<file path="src/hdl/lirs_pkg.sv">
// ----------------------------------------------------------------------------
// lirs_pkg
// Shared types and constants of the linear interpolation resampler.
// ----------------------------------------------------------------------------
`default_nettype none

package lirs_pkg;

	localparam int PADDR_W = 5;
	localparam int PDATA_W = 32;

	localparam logic [2:0] REG_STEP_RATIO   = 3'd0;
	localparam logic [2:0] REG_FRAME_COUNT  = 3'd1;
	localparam logic [2:0] REG_SOURCE_MONO  = 3'd2;
	localparam logic [2:0] REG_SOURCE_8BIT  = 3'd3;
	localparam logic [2:0] REG_OUT_COUNT    = 3'd4;

	localparam logic [23:0] STEP_RATIO_RESET  = 24'h01_0000;
	localparam logic [14:0] FRAME_COUNT_RESET = 15'd1;
	localparam logic [16:0] OUT_COUNT_RESET   = 17'd1;

	localparam int SAMPLE_W     = 16;
	localparam int FRAC_W       = 16;
	localparam int OUT_CHANNELS = 2;

	localparam logic KIND_LOAD    = 1'b0;
	localparam logic KIND_REQUEST = 1'b1;

	typedef struct packed {
		logic [23:0] step_ratio;
		logic [14:0] source_frame_count;
		logic        source_mono;
		logic        source_8bit;
		logic [16:0] output_frame_count;
	} cfg_t;

endpackage

`default_nettype wire

</file>
<file path="src/hdl/lirs_regs.sv">
// ----------------------------------------------------------------------------
// lirs_regs
// Configuration registers of the resampler behind an APB-style port.
// ----------------------------------------------------------------------------
`default_nettype none

module lirs_regs
	import lirs_pkg::*;
(
	input  logic               clk,
	input  logic               arst_n,
	input  logic               psel,
	input  logic               penable,
	input  logic               pwrite,
	input  logic [PADDR_W-1:0] paddr,
	input  logic [PDATA_W-1:0] pwdata,
	output logic [PDATA_W-1:0] prdata,
	output logic               pready,
	output cfg_t               cfg
);

	cfg_t       cfg_q;
	logic       wr_en;
	logic [2:0] reg_idx;

	assign pready  = 1'b1;
	assign wr_en   = psel && penable && pwrite;
	assign reg_idx = paddr[PADDR_W-1:2];

	always_ff @(posedge clk or negedge arst_n) begin
		if (!arst_n) begin
			cfg_q.step_ratio         <= STEP_RATIO_RESET;
			cfg_q.source_frame_count <= FRAME_COUNT_RESET;
			cfg_q.source_mono        <= 1'b0;
			cfg_q.source_8bit        <= 1'b0;
			cfg_q.output_frame_count <= OUT_COUNT_RESET;
		end else if (wr_en) begin
			unique case (reg_idx)
				REG_STEP_RATIO:  cfg_q.step_ratio         <= pwdata[23:0];
				REG_FRAME_COUNT: cfg_q.source_frame_count <= pwdata[14:0];
				REG_SOURCE_MONO: cfg_q.source_mono        <= pwdata[0];
				REG_SOURCE_8BIT: cfg_q.source_8bit        <= pwdata[0];
				REG_OUT_COUNT:   cfg_q.output_frame_count <= pwdata[16:0];
				default: begin
				end
			endcase
		end
	end

	always_comb begin
		unique case (reg_idx)
			REG_STEP_RATIO:  prdata = PDATA_W'(cfg_q.step_ratio);
			REG_FRAME_COUNT: prdata = PDATA_W'(cfg_q.source_frame_count);
			REG_SOURCE_MONO: prdata = PDATA_W'(cfg_q.source_mono);
			REG_SOURCE_8BIT: prdata = PDATA_W'(cfg_q.source_8bit);
			REG_OUT_COUNT:   prdata = PDATA_W'(cfg_q.output_frame_count);
			default:         prdata = '0;
		endcase
	end

	assign cfg = cfg_q;

endmodule

`default_nettype wire

</file>
<file path="config.mk">
export PLATFORM = sky130hd
export DESIGN_NAME = lirs_regs
export DESIGN_NICKNAME = d
export VERILOG_FILES = /design/src/hdl/lirs_pkg.sv /design/src/hdl/lirs_regs.sv
export SDC_FILE = /design/constraint.sdc
export NUM_CORES = 1
export LEC_CHECK = 0
export ABC_AREA = 1
export BUFFER_PORTS_ARGS = -buffer_cell sky130_fd_sc_hd__buf_2
export CAP_MARGIN = 20
export CORE_AREA = 4 4 88 90
export CTS_CLUSTER_SIZE = 20
export DETAILED_ROUTE_END_ITERATION = 8
export DIE_AREA = 0 0 92 94
export PLACE_DENSITY_LB_ADDON = 0.1
export REMOVE_ABC_BUFFERS = 1
export SLEW_MARGIN = 40
export SYNTH_ARGS = -nofsm -noshare
export SYNTH_HDL_FRONTEND = slang
export SYNTH_SLANG_ARGS = --single-unit
</file>
<file path="constraint.sdc">
create_clock -name clk -period 0.9 [get_ports clk]
set_input_delay 0.18 -clock clk [delete_from_list [all_inputs] [get_ports clk]]
set_output_delay 0.18 -clock clk [all_outputs]
set_load 0.01 [all_outputs]
</file>
* Word level (Yosys, flattened, before mapping) *
Cells that the tools add are included.

word-level totals
  output and inout port bits = 91
  flip-flop bits (word level) = 58

operators by class
  reduce and logical (&&, ||, !) cells = 8
  equal/unequal tests = 4
  multiplexer cells = 1

operators by type and width
  kind                                           number
  case mux 24 bit (5 select lines)               1
  AND reduction 2 bit                            5
  == test 3 x 2 -> 1 bit, second input constant  2
  == test 3 x 1 -> 1 bit, second input constant  1
  == test 3 bit, second input constant           1
  zero test 3 bit                                1
  logical AND 1 bit                              2

* Logic depth before layout (Yosys ltp) *
  depth in word-level cells = 3
  depth in mapped cells = 6
  gate-level depth less buffers = 6

* Least setup slack after synthesis *
OpenSTA, ideal clock, no wires.

  kind = input to register
  start = in psel
  end = reg cfg_q (netlist bit cfg[23])
  setup time = 0.123 ns
  path buffers = 2
  arrival time = 0.926 ns
  setup slack = -0.149 ns
  stages on the path = 6
  path through = nand3_1 buf_2 nor2_4 buf_4 nand2_1 nand2_1

on the way
  cells in the longest elaborated chain, start to end = 3

ends and longest elaborated chain
  what                             RTL line         text
  from (decl)                      lirs_regs.sv:12  input logic psel,
  logical AND 1 bit (2 in series)  lirs_regs.sv:27  assign wr_en = psel && penable && pwrite;
  AND reduction 2 bit (no line)    -
  to (decl)                        lirs_regs.sv:22  cfg_t cfg_q;

No other way between the ends.
A chain may end at the register's enable or synchronous reset.

* Worst setup path in the final report *
  start = reg cfg_q (netlist bit cfg[19])
  end = out prdata[0]

on the way
  cells in the longest elaborated chain, start to end = 1

ends and longest elaborated chain
  what                              RTL line         text
  case mux 24 bit (5 select lines)  lirs_regs.sv:51  unique case (reg_idx)
  to (decl)                         lirs_regs.sv:17  output logic [PDATA_W-1:0] prdata,

No other way between the ends.

==> run summary <==
Final Setup Violations: 84
DR vias/cell: 4.781
Global-route wire length before repair: 14660 um
Slack of the critical path: -0.5042 ns
ANT nets after route: 0
Synth Register Bits: 58
Worst hold stages: 3
Layout cells sized above 1: 0.4694
Worst hold path type: input pin to register
Synth Cell Area: 0.002889 sq mm
Syn Inst Count: 354
Area fraction of the dominant cell type after synthesis: 0.4764
R2R Setup Slk: -0.01 ns
Worst r2r dst: cfg[10]$_DFFE_PN0P_
DIE AREA: 0.008648 sq mm
Top area cells in the synthesized netlist: dfrtp_1 (48%), nand2_1 (20%), o21ai_0 (8.1%)
RSZ-0062 raised after global routing: yes
Slew Viols, Final: 0
Synth top cells by count: nand2_1 (155), dfrtp_1 (55), o21ai_0 (47), nand3_1 (20), inv_1 (14)
H-tree levels: 3
Vias in the first global route: 2952
Final Hold Fails: 0
Drt wl/cell: 14.42 um
Largest net degree at the start of global routing: 59
RR Startpoint: cfg[10]$_DFFE_PN0P_
Critical Path AT: 1.22 ns
Clk sink count: 58
Max Clock Skew: 0 ns
GP Congestion: 0.7689
Distinct cells, synth: 22
# Max-Cap Violations: 0
Final min period: 1.404 ns
CTS tree: done
Reg2Reg Depth: 4
Outcome: finished, violations left
Post-Route Setup TNS: -19.46 ns
Placed Area: 0.003799 sq mm
Worst Hold Path EP: cfg[53]$_DFFE_PN0P_
Tot GR Track Use: 0.2191
Final Core Density: 0.6666
GRT overflow: 0
Fin area: 0.004706 sq mm
Root buf cell: clkbuf_8
Count leader, synth: nand2_1
Area Overhead vs Synth: 62.88%
Worst-path clk slew: 0.07 ns
Avg Inst Size Synth: 8.161 sq um
Worst path required time: 0.72 ns
Setup crit start kind: register
Starting density of the core: 0.4093
Crit-path max FO: 2
Num CTS Buffers: 9
F_max: 712.2 MHz
CP Capture Type: output port
Die W: 92 um
Power density over cell area: 1976 mW/mm^2
Detailed placer's ending HPWL: 6046 um
Pre-antenna DRT Iters: 4
Post-synthesis sequential area ratio: 0.5037
Hold_ws: 0.03609 ns
Vias post-DR: 3050
Post-synth EDFFs: 0
Io pins: 133
Worst-Skew Late Latency: 0.34 ns
Worst ir drop on vdd: 1085 uV
Pleak: 2.597 nW
Synth warn: 0
Main synth FF type: dfrtp_1
Initial antenna violation count: 0
Final #Nets: 577
Std cell rows: 31
Fin crit share: 1.560
Worst hold start: pwdata[19]
WS Path Type: register to output port
PortBufs: 113
Overall Power: 0.009299 W
Post-synth ARST share: 1.000
Die Y-Extent: 94 um
Core area: 0.007059 sq mm
Antenna Cells: 0
Initial drt markers: 149
Max FFs per register: 58
Total routed wirelength: 9200 um
Remaining DRCs: 0
Cell taking the most area after synthesis: dfrtp_1
Failing checks: setup timing
Max clock buf depth: 2
## worst max path at each step
stage	startpoint	slack, ns	depth (start not counted)	end
after floorplan	pwrite	-1.10	4	cfg[49]$_DFFE_PN0P_
after global placement	paddr[3]	-0.38	8	prdata[3]
after detailed placement	paddr[3]	-0.38	8	prdata[3]
after CTS	cfg[19]$_DFFE_PN1P_	-0.52	5	prdata[0]
after global routing	cfg[19]$_DFFE_PN1P_	-0.60	5	prdata[0]
final	cfg[19]$_DFFE_PN1P_	-0.50	5	prdata[0]
## placed cells by master, fill, tap and decap left out, types with 9 or more instances in the layout
cell type and count:
buf_6 72, clkbuf_8 9, nand2_1 152, o21ai_2 10
buf_2 77, buf_4 32, nand3_1 14, dfrtp_1 55
inv_2 11, conb_1 9, o21ai_0 41
## metrics by stage
stage / cells / worst slack, ns
after floorplan: 335 / -1.100
after global placement: 588 / -0.3782
after detailed placement: 588 / -0.3812
after CTS: 628 / -0.5153
after global routing: 638 / -0.6021
final: 638 / -0.5042
## critical path, cell delays in order, from the launching register on
cell and delay [ns]:
dfstp_2 0.54, nand3_2 0.08, nand2_2 0.08, nor2_2 0.04, nand2_1 0.04, buf_2 0.12
## what timing repair did
action / CTS / global route
setup endpoints to repair: 91 / 91
hold buffers: 1 / 0
gates cloned: 1 / 0
gates resized for setup: 81 / 36
pin swaps: 55 / 21
hold endpoints to repair: 55 / 0
buffers inserted: 24 / 11
## report_power, final
group / switching, W / total [W] / internal [W] / leakage [nW]
Clock: 0.00109 / 0.00262 / 0.00153 / 0.105
Sequential: 0.000373 / 0.00351 / 0.00314 / 0.728
Combinational: 0.00142 / 0.00317 / 0.00175 / 1.76
Total: 0.00288 / 0.00930 / 0.00642 / 2.60
## cell type report
cell class,instances,area (sq um)
clock buffer,9,123.9
clock inverter,6,82.58
fill,599,2354
inverter,16,65.06
multi-input combinational,261,1274
sequential,58,1455
tap,99,123.9
timing repair buffer,189,1582
## per-layer routing
| metal | vias up | track usage | share of wire |
|---|---|---|---|
| li1 | 1473 | - | - |
| met1 | 1460 | 0.2724 | 0.42 |
| met2 | 103 | 0.3668 | 0.49 |
| met3 | 14 | 0.05609 | 0.066 |
| met4 | 0 | 0.08416 | 0.019 |
| met5 | - | 0 | 0 |
## kinds of logic (layout without fill, tap and decap cells)
| logic type | after synthesis | count (layout) | synth area share |
|---|---|---|---|
| flops | 58 | 58 | 0.5037 |
| buf+inv | 42 | 220 | 0.08792 |
| compound gates | 58 | 58 | 0.1130 |
| simple gates | 194 | 194 | 0.2928 |
| other cells | 2 | 9 | 0.002599 |
Note: power is estimated with default switching activity, not from simulation.
